--- src/rtl/fqlt_pkg.sv ---
// Shared types and constants of the four-quadrant light tracker.
package fqlt_pkg;

    // Register indexes on the configuration port (paddr bit 2).
    localparam logic REG_POSITION_FLOOR   = 1'b0;
    localparam logic REG_POSITION_CEILING = 1'b1;

    // Widths of the main quantities.
    localparam int SAMPLE_W = 10;
    localparam int ANGLE_W  = 8;
    localparam int BAND_W   = 7;
    localparam int TICK_W   = 7;

    typedef logic [SAMPLE_W-1:0] sample_t;
    typedef logic [ANGLE_W-1:0]  angle_t;
    typedef logic [BAND_W-1:0]   band_t;
    typedef logic [TICK_W-1:0]   tick_t;

    // Reset values of the state.
    localparam angle_t ANGLE_RESET   = 8'd90;
    localparam band_t  BAND_RESET    = 7'd100;
    localparam tick_t  PERIOD_RESET  = 7'd50;
    localparam angle_t FLOOR_RESET   = 8'd0;
    localparam angle_t CEILING_RESET = 8'd180;
    localparam tick_t  TICK_MAX      = 7'd127;

    // Light level window and fallback values.
    localparam sample_t LEVEL_LOW     = 10'd10;
    localparam sample_t LEVEL_HIGH    = 10'd300;
    localparam band_t   BAND_BASE     = 7'd5;
    localparam tick_t   PERIOD_BASE   = 7'd100;
    localparam band_t   BAND_DEFAULT  = 7'd50;
    localparam tick_t   PERIOD_DEFAULT = 7'd50;

    // (x * 95) / 290 == (x * 19) / 58, done as x * ceil(19 * 2^19 / 58) >> 19.
    // Exact for x below 290.
    localparam logic [17:0] BAND_RECIP   = 18'd171750;
    localparam int          BAND_SHIFT   = 19;
    // (x * 50) / 290 == (x * 5) / 29, done as x * ceil(5 * 2^16 / 29) >> 16.
    localparam logic [13:0] PERIOD_RECIP = 14'd11300;
    localparam int          PERIOD_SHIFT = 16;

endpackage

--- src/rtl/four_quadrant_light_tracker_unit.sv ---
// Top level of the four-quadrant light tracker: tick counter, update datapath and APB registers.

// Each sample beat is one millisecond tick with four quadrant light readings, and each tick
// yields exactly one result beat. The unit takes one sample beat per clock cycle; each sample
// passes through the input register and then the result register, and the only thing that slows
// the unit down is result_stall, which holds the result register and then the input register.
// On the tick on which the update interval has run out, the unit averages
// the quadrant pairs, picks a new tolerance and interval from the overall light level, steps
// each axis by one degree when its difference exceeds the tolerance, and clamps both axes to
// the floor and ceiling registers. Register writes take effect at the next update.
module four_quadrant_light_tracker_unit
    import fqlt_pkg::*;
(
    input  logic        clk,
    input  logic        rst_n,
    // APB configuration port
    input  logic        psel,
    input  logic        penable,
    input  logic        pwrite,
    input  logic [2:0]  paddr,
    input  logic [31:0] pwdata,
    output logic [31:0] prdata,
    output logic        pready,
    // Sample channel
    input  logic        sample_valid,
    output logic        sample_stall,
    input  logic [9:0]  light_top_left,
    input  logic [9:0]  light_top_right,
    input  logic [9:0]  light_bottom_left,
    input  logic [9:0]  light_bottom_right,
    // Result channel
    output logic        result_valid,
    input  logic        result_stall,
    output logic        update_done,
    output logic [7:0]  horizontal_position,
    output logic [7:0]  vertical_position,
    output logic [6:0]  tolerance_now,
    output logic [6:0]  interval_now
);

    // Configuration registers.
    angle_t floor_reg;
    angle_t ceiling_reg;
    logic   cfg_write;

    // Input register.
    logic    s1_valid_reg;
    sample_t tl_reg;
    sample_t tr_reg;
    sample_t bl_reg;
    sample_t br_reg;

    // Tracker state.
    angle_t horiz_reg;
    angle_t vert_reg;
    band_t  band_reg;
    tick_t  period_reg;
    tick_t  ticks_reg;

    // Result register.
    logic   out_valid_reg;
    logic   out_done_reg;
    angle_t out_horiz_reg;
    angle_t out_vert_reg;
    band_t  out_band_reg;
    tick_t  out_period_reg;

    // Datapath signals.
    logic                advance;
    tick_t               ticks_inc;
    logic                update;
    logic [SAMPLE_W:0]   sum_top;
    logic [SAMPLE_W:0]   sum_bot;
    logic [SAMPLE_W:0]   sum_left;
    logic [SAMPLE_W:0]   sum_right;
    sample_t             avg_top;
    sample_t             avg_bot;
    sample_t             avg_left;
    sample_t             avg_right;
    logic [SAMPLE_W:0]   sum_level;
    sample_t             level;
    logic                in_window;
    logic [8:0]          level_off;
    logic [26:0]         band_prod;
    logic [22:0]         period_prod;
    band_t               band_quot;
    logic [5:0]          period_quot;
    band_t               band_next;
    tick_t               period_next;
    tick_t               ticks_next;
    angle_t              horiz_next;
    angle_t              vert_next;
    angle_t              horiz_step;
    angle_t              vert_step;
    logic signed [SAMPLE_W:0] diff_v;
    logic signed [SAMPLE_W:0] diff_h;

    // Moves one axis by the sign of its difference when the magnitude beats the band,
    // then clamps it; the floor is tested before the ceiling.
    function automatic angle_t step_axis(input angle_t pos, input logic signed [10:0] diff,
                                         input band_t band, input angle_t lo, input angle_t hi);
        logic [10:0]        mag;
        logic signed [9:0]  moved;
        logic signed [9:0]  lo_s;
        logic signed [9:0]  hi_s;
        angle_t             res;
        mag   = diff[10] ? 11'(-diff) : 11'(diff);
        moved = $signed({2'b00, pos});
        if (mag > {4'b0000, band})
        begin
            moved = diff[10] ? moved - 10'sd1 : moved + 10'sd1;
        end
        lo_s = $signed({2'b00, lo});
        hi_s = $signed({2'b00, hi});
        if (moved < lo_s)
        begin
            res = lo;
        end
        else if (moved > hi_s)
        begin
            res = hi;
        end
        else
        begin
            res = moved[7:0];
        end
        return res;
    endfunction

    // APB port: always ready, writes on the access cycle.
    assign pready    = 1'b1;
    assign cfg_write = psel && penable && pwrite;

    always_comb
    begin
        case (paddr[2])
            REG_POSITION_FLOOR:   prdata = {24'd0, floor_reg};
            REG_POSITION_CEILING: prdata = {24'd0, ceiling_reg};
            default:              prdata = 32'd0;
        endcase
    end

    always_ff @(posedge clk or negedge rst_n)
    begin
        if (!rst_n)
        begin
            floor_reg   <= FLOOR_RESET;
            ceiling_reg <= CEILING_RESET;
        end
        else if (cfg_write)
        begin
            case (paddr[2])
                REG_POSITION_FLOOR:   floor_reg   <= pwdata[7:0];
                REG_POSITION_CEILING: ceiling_reg <= pwdata[7:0];
                default:              floor_reg   <= floor_reg;
            endcase
        end
    end

    // Flow control: the result register moves when it is empty or being taken.
    assign advance      = !out_valid_reg || !result_stall;
    assign sample_stall = s1_valid_reg && !advance;

    // Input register.
    always_ff @(posedge clk or negedge rst_n)
    begin
        if (!rst_n)
        begin
            s1_valid_reg <= 1'b0;
        end
        else if (!sample_stall)
        begin
            s1_valid_reg <= sample_valid;
        end
    end

    always_ff @(posedge clk)
    begin
        if (sample_valid && !sample_stall)
        begin
            tl_reg <= light_top_left;
            tr_reg <= light_top_right;
            bl_reg <= light_bottom_left;
            br_reg <= light_bottom_right;
        end
    end

    // Tick counter: count first, saturating, then test against the period.
    assign ticks_inc = (ticks_reg < TICK_MAX) ? ticks_reg + 7'd1 : ticks_reg;
    assign update    = ticks_inc >= period_reg;

    // Pair averages, differences and overall level.
    assign sum_top   = {1'b0, tl_reg} + {1'b0, tr_reg};
    assign sum_bot   = {1'b0, bl_reg} + {1'b0, br_reg};
    assign sum_left  = {1'b0, tl_reg} + {1'b0, bl_reg};
    assign sum_right = {1'b0, tr_reg} + {1'b0, br_reg};
    assign avg_top   = sum_top[SAMPLE_W:1];
    assign avg_bot   = sum_bot[SAMPLE_W:1];
    assign avg_left  = sum_left[SAMPLE_W:1];
    assign avg_right = sum_right[SAMPLE_W:1];
    assign diff_v    = $signed({1'b0, avg_top}) - $signed({1'b0, avg_bot});
    assign diff_h    = $signed({1'b0, avg_left}) - $signed({1'b0, avg_right});
    assign sum_level = {1'b0, avg_top} + {1'b0, avg_bot};
    assign level     = sum_level[SAMPLE_W:1];

    // Tolerance and interval from the level, divisions by reciprocal multiplication.
    assign in_window   = (level > LEVEL_LOW) && (level < LEVEL_HIGH);
    assign level_off   = 9'(level - LEVEL_LOW);
    assign band_prod   = 27'(level_off * BAND_RECIP);
    assign period_prod = 23'(level_off * PERIOD_RECIP);
    assign band_quot   = band_prod[BAND_SHIFT+6:BAND_SHIFT];
    assign period_quot = period_prod[PERIOD_SHIFT+5:PERIOD_SHIFT];
    assign band_next   = in_window ? BAND_BASE + band_quot : BAND_DEFAULT;
    assign period_next = in_window ? PERIOD_BASE - {1'b0, period_quot} : PERIOD_DEFAULT;

    // Axis steps use the new tolerance.
    assign horiz_step = step_axis(horiz_reg, diff_h, band_next, floor_reg, ceiling_reg);
    assign vert_step  = step_axis(vert_reg, diff_v, band_next, floor_reg, ceiling_reg);

    // Next state of the tracker for the tick now in the input register.
    always_comb
    begin
        if (update)
        begin
            ticks_next = '0;
            horiz_next = horiz_step;
            vert_next  = vert_step;
        end
        else
        begin
            ticks_next = ticks_inc;
            horiz_next = horiz_reg;
            vert_next  = vert_reg;
        end
    end

    // Tracker state moves together with the result register.
    always_ff @(posedge clk or negedge rst_n)
    begin
        if (!rst_n)
        begin
            horiz_reg  <= ANGLE_RESET;
            vert_reg   <= ANGLE_RESET;
            band_reg   <= BAND_RESET;
            period_reg <= PERIOD_RESET;
            ticks_reg  <= '0;
        end
        else if (s1_valid_reg && advance)
        begin
            horiz_reg <= horiz_next;
            vert_reg  <= vert_next;
            ticks_reg <= ticks_next;
            if (update)
            begin
                band_reg   <= band_next;
                period_reg <= period_next;
            end
        end
    end

    // Result register.
    always_ff @(posedge clk or negedge rst_n)
    begin
        if (!rst_n)
        begin
            out_valid_reg <= 1'b0;
        end
        else if (advance)
        begin
            out_valid_reg <= s1_valid_reg;
        end
    end

    always_ff @(posedge clk)
    begin
        if (s1_valid_reg && advance)
        begin
            out_done_reg   <= update;
            out_horiz_reg  <= horiz_next;
            out_vert_reg   <= vert_next;
            out_band_reg   <= update ? band_next : band_reg;
            out_period_reg <= update ? period_next : period_reg;
        end
    end

    assign result_valid        = out_valid_reg;
    assign update_done         = out_done_reg;
    assign horizontal_position = out_horiz_reg;
    assign vertical_position   = out_vert_reg;
    assign tolerance_now       = out_band_reg;
    assign interval_now        = out_period_reg;

`ifndef ASSERT_OFF
    // The counter is always cleared before it can reach the period.
    a_ticks_below_period: assert property (@(posedge clk) disable iff (!rst_n)
        ticks_reg < period_reg)
        else $error("tick counter reached the update period");

    // Tolerance and interval stay inside their mapped ranges.
    a_band_range: assert property (@(posedge clk) disable iff (!rst_n)
        band_reg >= BAND_BASE && band_reg <= BAND_RESET
        && period_reg >= PERIOD_DEFAULT && period_reg <= PERIOD_BASE)
        else $error("tolerance or interval out of range");

    // A tick that updates clears the counter.
    a_update_clears: assert property (@(posedge clk) disable iff (!rst_n)
        (s1_valid_reg && advance && update) |=> ticks_reg == '0)
        else $error("update did not clear the tick counter");

    // A held tick in the input register is not dropped while the result is stalled.
    a_hold_input: assert property (@(posedge clk) disable iff (!rst_n)
        (s1_valid_reg && out_valid_reg && result_stall) |=> s1_valid_reg && out_valid_reg)
        else $error("beat lost under result stall");
`endif

endmodule
--- config.mk ---
export PLATFORM = sky130hd
export DESIGN_NAME = four_quadrant_light_tracker_unit
export DESIGN_NICKNAME = d
export VERILOG_FILES = /design/src/rtl/fqlt_pkg.sv /design/src/rtl/four_quadrant_light_tracker_unit.sv
export SDC_FILE = /design/constraint.sdc
export NUM_CORES = 1
export LEC_CHECK = 0
export BUFFER_PORTS_ARGS = -buffer_cell sky130_fd_sc_hd__clkbuf_2
export CAP_MARGIN = 15
export CORE_MARGIN = 1
export CORE_UTILIZATION = 58
export CTS_CLUSTER_SIZE = 10
export DETAILED_ROUTE_END_ITERATION = 7
export MAX_ROUTING_LAYER = met4
export PLACE_DENSITY = 0.79
export SYNTH_ARGS = -nofsm -noshare
export SYNTH_HDL_FRONTEND = slang
export SYNTH_SLANG_ARGS = --single-unit
--- constraint.sdc ---
create_clock -name clk -period 16.27 [get_ports clk]
set_input_delay 0.8135 -clock clk [delete_from_list [all_inputs] [get_ports clk]]
set_output_delay 0.8135 -clock clk [all_outputs]
set_load 0.005 [all_outputs]
==> metrics.md <==
| Metric | Value |
|---|---|
| Outcome | `finished, final reports clean` |
| Yosys reg bits | `126` |
| Asr flop ratio synth | `43.7%` |
| Most frequent cells in the layout | `ha_1, inv_1, nand2_1` |
| # diodes | `0` |
| Avg WL per Cell | `16.7 µm` |
| Number of synthesized flops with an enable pin | `71` |
| Initial DRC Count | `801` |
| Tcrit/Tclk final | `88.0%` |
| Syn_area_per_cell | `9.10 µm²` |
| Vias in the first global route | `11792` |
| Post-layout minimum cycle time | `14.32 ns` |
| Crit path depth | `58` |
| Clock slew at reported path FFs | `0.06 ns` |
| Routed Antenna Nets | `0` |
| WP buf/inv | `6` |
| CTS tree | `yes` |
| Via/cell ratio | `5.89` |
| Final hold vios | `0` |
| Initial antenna violation count | `0` |
| Core Region | `0.0245 mm²` |
| Critical Path Most Common Cell | `ha_1` |
| Reg2Reg Depth | `58` |
| CTS Buf Count | `17` |
| Root Buffer Master | `clkbuf_16` |
| FILL cells | `2027` |
| # setup viols final | `0` |
| Largest net degree at the start of global routing | `56` |
| Syn. warnings | `0` |
| Via count | `11945` |
| Max Cap Violations | `0` |
| Starting density of the core | `59.6%` |
| Required @ worst endpoint | `16.46 ns` |
| Crit path DAT | `14.51 ns` |
| I/O pins | `148` |
| Crit path launch type | `register` |
| CTS max path bufs | `2` |
| Worst hold path cell count | `2` |
| Clk_lat worst skew | `0.43 ns` |
| Max-slew headroom | `34.8%` |
| Fmax | `69.8 MHz` |
| Biggest cell delay along the critical path | `0.78 ns` |
| Crit end category | `register` |
| Setup Skew | `0.0188 ns` |
| Total wire length | `33900 µm` |
| Sequential area share after synthesis | `24.2%` |
| Register area | `0.00353 mm²` |
| Distinct cell type count after synthesis | `86` |
| Layout cells sized above 1 | `13.0%` |
| Post-cts hold buffer count | `0` |
| Die area | `0.0258 mm²` |
| First-pass GRT wire length | `56200 µm` |
| Worst-Margin Slew | `0.975 ns` |
| Die Wd | `161 µm` |
| Vert. Die Dim | `161 µm` |
| Clock sinks | `126` |
| Synth Flop Type | `edfxtp_1` |
| DRC errors left | `0` |
| GRT overflow | `0` |
| Top delay family on crit path | `compound AO/OA/AOI/OAI gates` |
| Worst-path fanout max | `12` |
| Synthesis-to-finish area growth | `8.60%` |
| Crit path kind | `register to register` |
| Worst Hold Class | `register to register` |
| RSZ-0062 raised after global routing | `false` |
| Port Buffers | `96` |
| Setup TNS | `0 ns` |
| PostCTS Resize Cnt | `0` |
| Hold_ws | `0.471 ns` |
| Number of post-CTS setup repair buffers | `0` |
| Critical path's slowest cell | `o22ai_1` |
| Num rows | `57` |
| Gate Count Post-Synth | `1607` |
| Nets | `2053` |
| DRT Pass-1 Iters | `5` |
| CTS H-tree depth | `4` |
| DP Wirelength | `27000 µm` |
| Area occupied by multi-input gates | `0.0100 mm²` |
| Cell Area, Synth | `0.0146 mm²` |
| Commonest non-fill, non-tap cell in the layout | `ha_1` |
| GPL Wtd Cong | `0.938` |
| GRT Util Overall | `27.9%` |
| Final Max Tran Viols | `0` |
-- worst register-to-register path, delay by kind of cell (launching register included) --
kind,cells,cell delay [ns]
simple gates,9,1.89
flops,1,0.50
xor+xnor,3,0.41
buf+inv,6,0.67
fa+ha+maj,10,4.09
compound gates,27,5.69
mux,3,0.82
-- routing by layer --
layer	up-vias	routed length, µm	part of all wire [%]	global-route usage [%]
met4	0	898	2.6	10.2
met3	75	1740	5.1	3.95
met2	411	16300	48	46.4
li1	5808	-	-	-
met1	5651	15000	44	34.5
met5	-	0	0	-
-- logic make-up after synthesis --
group | share of synthesized area (%)
fa+ha+maj | 26.8
simple gates | 13.0
xor+xnor | 5.80
other cells | 0.0514
flops | 24.2
buf+inv | 7.84
mux | 5.07
compound gates | 17.3
-- synth_stat cells, types with 10 or more instances --
cell | n | area share, %
o21ai_0 | 74 | 2.5
nand2b_1 | 26 | 1.1
and2_1 | 14 | 0.60
mux2i_1 | 24 | 1.6
nor2_1 | 90 | 2.3
mux2_2 | 37 | 2.9
xor2_1 | 24 | 1.4
or2_2 | 11 | 0.47
nor3_1 | 16 | 0.55
ha_1 | 225 | 19
a21o_1 | 27 | 1.4
dfrtp_1 | 37 | 6.3
xnor2_1 | 70 | 4.2
nand3_1 | 32 | 1.1
a21oi_1 | 93 | 3.2
or3_1 | 10 | 0.43
clkbuf_1 | 24 | 0.62
o21ai_1 | 17 | 0.58
o31ai_1 | 16 | 0.82
buf_4 | 27 | 1.4
inv_1 | 212 | 5.4
nand4_1 | 13 | 0.56
fa_1 | 55 | 7.5
nand2_1 | 97 | 2.5
a211oi_1 | 10 | 0.51
o21a_1 | 14 | 0.72
o21bai_1 | 28 | 1.4
nor2b_1 | 22 | 0.94
o211ai_1 | 12 | 0.62
edfxtp_1 | 71 | 15
dfstp_2 | 18 | 3.2
-- area by class of cell --
cell class / instances / share of cell area (%)
sequential: 126 / 22.2
inverter: 214 / 5.06
clock buffer: 21 / 3.04
timing repair buffer: 104 / 3.41
clock inverter: 11 / 0.512
tap: 324 / 2.55
multi-input combinational: 1228 / 63.2
-- through the flow --
stage	utilization (%)	cell area [µm²]	setup slack, ns	instances
after global routing	64.7	15900	0.894	2028
after global placement	62.4	15300	2.38	1996
after detailed placement	62.4	15300	2.23	1996
final	64.7	15900	1.95	2028
after CTS	64.7	15900	2.12	2028
after floorplan	-	14700	3.80	1630
-- path summary, 6_finish.rpt --
| check | from | endpoint | slack [ns] |
|---|---|---|---|
| max | tl_reg[1]$_DFFE_PP_ | vertical_position[4]$_DFFE_PP_ | 1.95 |
| min | band_reg[6]$_DFFE_PN1P_ | band_reg[6]$_DFFE_PN1P_ | 0.47 |
| max reg2reg | tl_reg[1]$_DFFE_PP_ | vertical_position[4]$_DFFE_PP_ | 1.95 |
| min reg2reg | band_reg[6]$_DFFE_PN1P_ | band_reg[6]$_DFFE_PN1P_ | 0.47 |
| max in group asynchronous | rst_n | band_reg[1]$_DFFE_PN0P_ | 15.25 |
| min in group asynchronous | rst_n | ticks_reg[5]$_DFFE_PN0P_ | 0.54 |
Power is not shown: default switching activity piles up to over one toggle a cycle in this logic, so the estimate is an artifact.
